[src/prt_pkg.sv]
package prt_pkg;

  localparam int DEPTH  = 32;
  localparam int IDX_W  = $clog2(DEPTH);
  localparam int CNT_W  = $clog2(DEPTH + 1);
  localparam int KEY_W  = 16;
  localparam int VAL_W  = 16;
  localparam int ACT_W  = 2;
  localparam int POS_W  = 6;
  localparam int STAT_W = 2;
  // Width in which positions and the record count are compared without overflow.
  localparam int CMP_W  = ((CNT_W > POS_W) ? CNT_W : POS_W) + 1;

  typedef enum logic [ACT_W-1:0] {
    ACT_INSERT = 2'd0,
    ACT_DELETE = 2'd1,
    ACT_SEARCH = 2'd2,
    ACT_READ   = 2'd3
  } action_t;

  typedef enum logic [STAT_W-1:0] {
    ST_OK        = 2'd0,
    ST_BAD_POS   = 2'd1,
    ST_FULL      = 2'd2,
    ST_NOT_FOUND = 2'd3
  } status_t;

  // Command broadcast to every cell of the chain.
  typedef struct packed {
    logic             en;
    logic             ins;
    logic             del;
    logic             cmp;
    logic             rd;
    logic [IDX_W-1:0] slot;
    logic [CNT_W-1:0] count;
    logic [KEY_W-1:0] key;
    logic [VAL_W-1:0] value;
  } cmd_t;

endpackage

[src/prt_cell.sv]
module prt_cell (
  input  logic                      clk,
  input  prt_pkg::cmd_t             cmd,
  input  logic [prt_pkg::IDX_W-1:0] idx,
  input  logic [prt_pkg::KEY_W-1:0] prev_key,
  input  logic [prt_pkg::VAL_W-1:0] prev_value,
  input  logic [prt_pkg::KEY_W-1:0] next_key,
  input  logic [prt_pkg::VAL_W-1:0] next_value,
  output logic [prt_pkg::KEY_W-1:0] key,
  output logic [prt_pkg::VAL_W-1:0] value,
  output logic                      hit
);

  logic [prt_pkg::KEY_W-1:0] key_r;
  logic [prt_pkg::VAL_W-1:0] value_r;
  logic                      hit_r;
  logic                      occupied;

  assign occupied = prt_pkg::CNT_W'(idx) < cmd.count;

  always_ff @(posedge clk) begin
    if (cmd.en) begin
      if (cmd.ins && idx == cmd.slot) begin
        key_r   <= cmd.key;
        value_r <= cmd.value;
      end else if (cmd.ins && idx > cmd.slot) begin
        key_r   <= prev_key;
        value_r <= prev_value;
      end else if (cmd.del && idx >= cmd.slot) begin
        key_r   <= next_key;
        value_r <= next_value;
      end
      // The hit flag marks the matching record for a search, or the addressed one for a read.
      hit_r <= (cmd.cmp && occupied && key_r == cmd.key) || (cmd.rd && idx == cmd.slot);
    end
  end

  assign key   = key_r;
  assign value = value_r;
  assign hit   = hit_r;

endmodule

[src/positional_record_table_unit.sv]
// Ordered table of up to 32 key/value records held in a chain of cells. A request is taken
// when start is high and busy is low; busy is then high for one cycle and the result appears
// on the out_ ports, marked by out_strobe, in the cycle after that, and a new request may be issued
// while the previous result is on the outputs. Insert and delete move every later record at once
// by each cell loading its neighbour; search compares all cells at once and the lowest matching
// position wins. The result is shown for exactly one cycle and cannot be held off, so the receiver
// must take it then.
module positional_record_table_unit (
  input  logic                       clk,
  input  logic                       rst_n,
  input  logic                       start,
  output logic                       busy,
  input  logic [prt_pkg::ACT_W-1:0]  in_action,
  input  logic [prt_pkg::POS_W-1:0]  in_position,
  input  logic [prt_pkg::KEY_W-1:0]  in_key,
  input  logic [prt_pkg::VAL_W-1:0]  in_value,
  output logic                       out_strobe,
  output logic [prt_pkg::STAT_W-1:0] out_status,
  output logic [prt_pkg::POS_W-1:0]  out_found_position,
  output logic [prt_pkg::KEY_W-1:0]  out_key_out,
  output logic [prt_pkg::VAL_W-1:0]  out_value_out,
  output logic [prt_pkg::POS_W-1:0]  out_record_count
);

  logic                       accept;
  logic                       pending_r;
  logic [prt_pkg::CNT_W-1:0]  count_r;
  logic [prt_pkg::CNT_W-1:0]  count_nxt;
  prt_pkg::action_t           op;
  prt_pkg::action_t           op_r;
  prt_pkg::status_t           status_nxt;
  prt_pkg::status_t           status_r;
  logic [prt_pkg::CMP_W-1:0]  pos_c;
  logic [prt_pkg::CMP_W-1:0]  cnt_c;
  logic [prt_pkg::CMP_W-1:0]  slot_c;
  logic                       ins_pos_ok;
  logic                       rd_pos_ok;
  logic                       is_full;
  prt_pkg::cmd_t              cmd;

  logic [prt_pkg::KEY_W-1:0]  cell_key   [prt_pkg::DEPTH];
  logic [prt_pkg::VAL_W-1:0]  cell_value [prt_pkg::DEPTH];
  logic [prt_pkg::DEPTH-1:0]  hit;
  logic [prt_pkg::IDX_W-1:0]  first_idx;
  logic                       any_hit;

  prt_pkg::status_t           res_status;
  logic [prt_pkg::POS_W-1:0]  res_pos;
  logic [prt_pkg::KEY_W-1:0]  res_key;
  logic [prt_pkg::VAL_W-1:0]  res_value;

  logic                       out_strobe_r;
  prt_pkg::status_t           out_status_r;
  logic [prt_pkg::POS_W-1:0]  out_pos_r;
  logic [prt_pkg::KEY_W-1:0]  out_key_r;
  logic [prt_pkg::VAL_W-1:0]  out_value_r;

  assign accept = start && !pending_r;
  assign busy   = pending_r;
  assign op     = prt_pkg::action_t'(in_action);

  assign pos_c      = prt_pkg::CMP_W'(in_position);
  assign cnt_c      = prt_pkg::CMP_W'(count_r);
  assign slot_c     = pos_c - prt_pkg::CMP_W'(1);
  assign ins_pos_ok = (pos_c != '0) && (pos_c <= cnt_c + prt_pkg::CMP_W'(1));
  assign rd_pos_ok  = (pos_c != '0) && (pos_c <= cnt_c);
  assign is_full    = (cnt_c == prt_pkg::CMP_W'(prt_pkg::DEPTH));

  always_comb begin
    status_nxt = prt_pkg::ST_OK;
    count_nxt  = count_r;
    case (op)
      prt_pkg::ACT_INSERT: begin
        if (!ins_pos_ok) begin
          status_nxt = prt_pkg::ST_BAD_POS;
        end else if (is_full) begin
          status_nxt = prt_pkg::ST_FULL;
        end else begin
          count_nxt = count_r + prt_pkg::CNT_W'(1);
        end
      end
      prt_pkg::ACT_DELETE: begin
        if (!rd_pos_ok) begin
          status_nxt = prt_pkg::ST_BAD_POS;
        end else begin
          count_nxt = count_r - prt_pkg::CNT_W'(1);
        end
      end
      prt_pkg::ACT_SEARCH: begin
        status_nxt = prt_pkg::ST_NOT_FOUND;
      end
      prt_pkg::ACT_READ: begin
        if (!rd_pos_ok) begin
          status_nxt = prt_pkg::ST_BAD_POS;
        end
      end
      default: begin
        status_nxt = prt_pkg::ST_BAD_POS;
      end
    endcase
  end

  always_comb begin
    cmd.en    = accept;
    cmd.ins   = accept && op == prt_pkg::ACT_INSERT && status_nxt == prt_pkg::ST_OK;
    cmd.del   = accept && op == prt_pkg::ACT_DELETE && status_nxt == prt_pkg::ST_OK;
    cmd.cmp   = accept && op == prt_pkg::ACT_SEARCH;
    cmd.rd    = accept && op == prt_pkg::ACT_READ && status_nxt == prt_pkg::ST_OK;
    cmd.slot  = slot_c[prt_pkg::IDX_W-1:0];
    cmd.count = count_r;
    cmd.key   = in_key;
    cmd.value = in_value;
  end

  for (genvar g = 0; g < prt_pkg::DEPTH; g++) begin : g_cell
    logic [prt_pkg::KEY_W-1:0] prev_key;
    logic [prt_pkg::VAL_W-1:0] prev_value;
    logic [prt_pkg::KEY_W-1:0] next_key;
    logic [prt_pkg::VAL_W-1:0] next_value;

    if (g == 0) begin : g_head
      assign prev_key   = '0;
      assign prev_value = '0;
    end else begin : g_link_prev
      assign prev_key   = cell_key[g-1];
      assign prev_value = cell_value[g-1];
    end

    if (g == prt_pkg::DEPTH - 1) begin : g_tail
      assign next_key   = '0;
      assign next_value = '0;
    end else begin : g_link_next
      assign next_key   = cell_key[g+1];
      assign next_value = cell_value[g+1];
    end

    prt_cell u_cell (
      .clk        (clk),
      .cmd        (cmd),
      .idx        (prt_pkg::IDX_W'(g)),
      .prev_key   (prev_key),
      .prev_value (prev_value),
      .next_key   (next_key),
      .next_value (next_value),
      .key        (cell_key[g]),
      .value      (cell_value[g]),
      .hit        (hit[g])
    );
  end

  // Lowest set hit flag; for a read at most one flag is set.
  always_comb begin
    first_idx = '0;
    any_hit   = 1'b0;
    for (int i = prt_pkg::DEPTH - 1; i >= 0; i--) begin
      if (hit[i]) begin
        first_idx = prt_pkg::IDX_W'(i);
        any_hit   = 1'b1;
      end
    end
  end

  always_comb begin
    res_status = status_r;
    res_pos    = '0;
    res_key    = '0;
    res_value  = '0;
    if ((op_r == prt_pkg::ACT_SEARCH || op_r == prt_pkg::ACT_READ) && any_hit) begin
      res_status = prt_pkg::ST_OK;
      res_pos    = prt_pkg::POS_W'(first_idx) + prt_pkg::POS_W'(1);
      res_key    = cell_key[first_idx];
      res_value  = cell_value[first_idx];
    end
  end

  always_ff @(posedge clk) begin
    if (!rst_n) begin
      pending_r    <= 1'b0;
      count_r      <= '0;
      out_strobe_r <= 1'b0;
    end else begin
      pending_r    <= accept;
      count_r      <= accept ? count_nxt : count_r;
      out_strobe_r <= pending_r;
    end
  end

  always_ff @(posedge clk) begin
    if (accept) begin
      op_r     <= op;
      status_r <= status_nxt;
    end
    if (pending_r) begin
      out_status_r <= res_status;
      out_pos_r    <= res_pos;
      out_key_r    <= res_key;
      out_value_r  <= res_value;
    end
  end

  assign out_strobe         = out_strobe_r;
  assign out_status         = out_status_r;
  assign out_found_position = out_pos_r;
  assign out_key_out        = out_key_r;
  assign out_value_out      = out_value_r;
  assign out_record_count   = prt_pkg::POS_W'(count_r);

`ifndef SYNTH
  a_accept_busy : assert property (@(posedge clk) disable iff (!rst_n)
    accept |=> busy)
    else $error("request taken but block not busy");

  a_busy_strobe : assert property (@(posedge clk) disable iff (!rst_n)
    busy |=> out_strobe)
    else $error("no result after busy cycle");

  a_count_bound : assert property (@(posedge clk) disable iff (!rst_n)
    cnt_c <= prt_pkg::CMP_W'(prt_pkg::DEPTH))
    else $error("record count above depth");

  a_read_onehot : assert property (@(posedge clk) disable iff (!rst_n)
    (busy && op_r == prt_pkg::ACT_READ) |-> $onehot0(hit))
    else $error("more than one cell selected for a read");

  a_error_zero : assert property (@(posedge clk) disable iff (!rst_n)
    (out_strobe && out_status != prt_pkg::ST_OK) |->
      (out_found_position == '0 && out_key_out == '0 && out_value_out == '0))
    else $error("rejected request returned record data");
`endif

endmodule
[config.mk]
export PLATFORM = sky130hd
export DESIGN_NAME = positional_record_table_unit
export DESIGN_NICKNAME = d
export VERILOG_FILES = /design/src/prt_pkg.sv /design/src/prt_cell.sv /design/src/positional_record_table_unit.sv
export SDC_FILE = /design/constraint.sdc
export NUM_CORES = 2
export LEC_CHECK = 0
export BUFFER_PORTS_ARGS = -buffer_cell sky130_fd_sc_hd__buf_2
export CORE_ASPECT_RATIO = 2
export CORE_MARGIN = 5
export CORE_UTILIZATION = 70
export DETAILED_ROUTE_END_ITERATION = 12
export GPL_TIMING_DRIVEN = 0
export PLACE_DENSITY = 0.93
export SETUP_SLACK_MARGIN = 0.5
export SYNTH_ARGS = -nofsm -noshare
export SYNTH_HDL_FRONTEND = slang
export SYNTH_SLANG_ARGS = --single-unit
[constraint.sdc]
create_clock -name clk -period 16.9 [get_ports clk]
set_input_delay 3.38 -clock clk [delete_from_list [all_inputs] [get_ports clk]]
set_output_delay 3.38 -clock clk [all_outputs]
set_load 0.02 [all_outputs]
==> out/results.txt, run 1 <==
All-Layer GR Usage -> 82.8%
largest net degree at the start of global routing -> 44
CTS root buf -> clkbuf_16
cts repair resizes -> 0
Synth cell types -> 79
tool error -> [ERROR GRT-0116] Global routing finished with congestion. Check the congestion regions in the DRC Viewer.
die span in x -> 236 um
syn nets -> 7294
initial core utilization -> 70.5%
area share of the largest cell type after synthesis -> 46.3%
Num CTS Buffers -> 99
Synth top cells by count -> 1238 x nand2_1, 1099 x edfxtp_1, 575 x mux2i_1, 518 x clkbuf_1, 401 x nor2_1
sequential element share of the synthesized area -> 46.5%
Async SR Flop Fraction -> 0%
GRT overflow -> 4191
syn avg cell area -> 9.86 um^2
Cells after Synth -> 7232
post-synth top area cell -> edfxtp_1
I/O pin total -> 91
Die H -> 461 um
Detailed Place HPWL -> 296000 um
cells taking the most area after synthesis -> edfxtp_1 46%, mux2i_1 8.1%, nand2_1 6.5%
#FFs+latches synth -> 1107
# clock sinks -> 1107
vias in the first global route -> 84.5k
first-pass GRT wire length -> 656000 um
I/O Buffers -> 73
count leader, synth -> nand2_1
Top FF cell, synth -> edfxtp_1
row count -> 165
CTS Hold Bufs -> 0
number of setup buffers added after CTS -> 0
synth warn -> 0
outcome -> did not finish
RePlAce Congestion -> 1.67
Halt Stage -> global routing
Longest Clk Path Bufs -> 3
Cell Area, Synth -> 71300 um^2
EDFF count, synth -> 1099
H-tree levels -> 3
stage by stage:
stage | instances | util (%) | cell area (um^2) | setup slack [ns] | hold WS (ns)
2_1_floorplan | 7232 | - | 71300 | 8.61 | 0.497
3_3_place_gp | 8641 | 72.5 | 73300 | 5.74 | 0.510
3_5_place_dp | 8670 | 73.4 | 74200 | 7.99 | 0.547
4_1_cts | 8854 | 76.9 | 77800 | 8.71 | 0.567
layer usage:
metal  GRT overflow  GRT usage [%]
met4            994           85.8
met1            195           77.4
met3            216           65.5
met2           2752            104
met5             34           46.3
logic make-up after synthesis:
group / count (synthesis) / share of synthesized area (%)
muxes: 576 / 8.09
DFF: 1107 / 46.5
AOI/OAI and AO/OA: 1937 / 19.4
buffers and inverters: 770 / 4.54
and+or+nand+nor: 2298 / 14.7
xor gates and xnor gates: 525 / 6.45
adders and majority gates: 19 / 0.333
==> run 2, diff against run 1 <==
- CORE_ASPECT_RATIO: 2 -> unset
- CORE_UTILIZATION: 70 -> 40
- PLACE_DENSITY: 0.93 -> unset
- PLACE_DENSITY_LB_ADDON: unset -> 0.15
- SETUP_SLACK_MARGIN: 0.5 -> unset
==> out/results.txt, run 2 <==
most frequent cells in the layout -> 1238 x nand2_1, 1099 x edfxtp_1, 575 x mux2i_1
I/O pin total -> 91
worst hold start -> status_r[0]
fin nets -> 7554
FF-to-FF path depth -> 10
Critical Path Source -> in_position[0]
RSZ-0062 raised after global routing -> false
Critical Path RT -> 17.58 ns
#FFs+latches synth -> 1107
f_max -> 107 MHz
WL/cell -> 48.9 um
DR pass1 iterations -> 7
Setup Crit Path Kind -> input pin to flop
vias -> 73.1k
clk_skew -> 0.0393 ns
Worst-Margin Slew -> 1.81 ns
Clk Latency, worst-skew pair -> 0.84 ns
Top FF cell, synth -> edfxtp_1
outcome -> complete, but fails checks
main combinational cell family by area after synthesis -> compound AO/OA/AOI/OAI gates
core area -> 178000 um^2
CP Capture Type -> flop
final worst-path cycle share -> 55.1%
Vias/cell -> 7.32
Synth cell types -> 79
syn avg cell area -> 9.86 um^2
kind of start point of the critical path -> input pin
sequential element share of the synthesized area -> 46.5%
Hold Vio Cnt, Final -> 0
CTS tree -> yes
synth warn -> 0
I/O Buffers -> 73
CTS Hold Bufs -> 0
number of setup buffers added after CTS -> 0
Final Power -> 7440 uW
most common cell after layout, fill and taps aside -> nand2_1
Simple-Gate Fraction of Synth Area -> 14.7%
worst endpoint data arrival time -> 10.00 ns
Die H -> 432 um
Synth top cells by count -> 1238 x nand2_1, 1099 x edfxtp_1, 575 x mux2i_1, 518 x clkbuf_1, 401 x nor2_1
Setup violations, final -> 0
cells taking the most area after synthesis -> edfxtp_1 46%, mux2i_1 8.1%, nand2_1 6.5%
area share of the largest cell type after synthesis -> 46.3%
cts repair resizes -> 0
Clock transition at path regs -> 0.06 ns
Power per Cell Area -> 92.7 nW/um^2
first-pass GRT wire length -> 626000 um
DIE AREA -> 187000 um^2
row count -> 155
Num CTS Buffers -> 142
Longest Clk Path Bufs -> 3
syn nets -> 7294
setup TNS -> 0 ns
R2R Path End -> out_key_out[0]
Hold Path Class -> flop to flop
die span in x -> 432 um
initial DRC count -> 14.2k
XOR/XNOR share of the synthesized area -> 6.45%
r2r startpoint -> g_cell[16].u_cell.hit
fin crit period -> 9.32 ns
compound-cell area share of the yosys netlist -> 19.4%
Final Max Tran Viols -> 281
mux cell area share after synthesis -> 8.09%
largest net degree at the start of global routing -> 34
All-Layer GR Usage -> 50.4%
count leader, synth -> nand2_1
Cells after Synth -> 7232
Detailed Route WL -> 489000 um
adder-cell share of the synthesized area -> 0.333%
initial antenna violation count -> 53
Worst Setup EP -> g_cell[30].u_cell.value[3]
GRT overflow -> 0
RePlAce Congestion -> 1.12
Cell Area, Synth -> 71300 um^2
# clock sinks -> 1107
DRC viols -> 0
EDFF count, synth -> 1099
Detailed Place HPWL -> 388000 um
share of layout cells above drive strength 1 -> 9.61%
failing checks -> max-capacitance violations, max-slew violations
Async SR Flop Fraction -> 0%
Reg2Reg Setup Slack -> 9.90 ns
post-route ant nets -> 0
initial core utilization -> 40.1%
CTS root buf -> clkbuf_16
Pleak -> 0.0287 uW
post-synth top area cell -> edfxtp_1
H-tree levels -> 4
Slew headroom -> -20.4%
worst-path fanout max -> 11
area delta synth->final -> 12.6%
max cap viols -> 30
Max VDD drop -> 0.0000882 V
vias in the first global route -> 66.0k
-- run 2: critical path: stages --
cell,delay [ns]
buf_2,0.12
clkbuf_1,0.70
inv_1,0.37
ha_1,0.36
xor2_1,0.71
clkbuf_1,0.82
nand3_1,0.91
o21ai_1,1.10
clkbuf_1,0.98
o22ai_1,0.29
a2bb2oi_1,0.22
-- run 2: final cells by class --
class                   count  area (um^2)
diodes                     42          105
plain buffers             737         3200
clock buffers             178         3750
clock inverters            62          557
fillers                 17097        97600
inverters                  33          124
multi-input cells        5355        35300
flip-flops and latches   1107        33200
well taps                2355         2950
repair buffers            116         1150
-- run 2: stage by stage --
stage / worst slack (ns) / hold WS (ns) / utilization, % / cells / area [um^2]
finish: 7.58 / 0.550 / 45.1 / 9985 / 80200
global route: 7.93 / 0.567 / 45.1 / 9949 / 80200
CTS: 7.93 / 0.547 / 45.0 / 9940 / 80000
detailed placement: 7.10 / 0.520 / 42.6 / 9700 / 75700
global placement: 4.84 / 0.528 / 41.9 / 9660 / 74600
floorplan: 8.61 / 0.497 / - / 7232 / 71300
-- run 2: worst min-delay path by stage --
stage          cells after the start       endpoint
2_1_floorplan                      1  out_status[0]
3_3_place_gp                       1  out_status[0]
3_5_place_dp                       1  out_status[1]
4_1_cts                            1  out_status[0]
5_1_grt                            1  out_status[0]
6_report                           1  out_status[0]
-- run 2: kinds of logic (layout without fill, tap and decap cells) --
kind of cell             Yosys count  in the layout
multiplexers                     576            576
AO/OA/AOI/OAI                   1937           1937
flip-flops                      1107           1107
buffers and inverters            770           1126
XOR/XNOR                         525            525
AND/OR/NAND/NOR                 2298           2298
other                              0             42
adder cells (fa/ha/maj)           19             19
-- run 2: metal layers --
layer  global-route usage [%]  part of all wire [%]
met1                     61.7                    35
met2                     68.4                    39
met3                     22.6                    16
met4                     39.7                   9.9
met5                   0.0260                 0.052
-- run 2: where the power goes --
part,switching (uW),internal [uW]
Clock,1370,1690
Combinational,966,269
Sequential,78.8,3070
Total,2410,5030
Power figures use the tool's default switching activity.
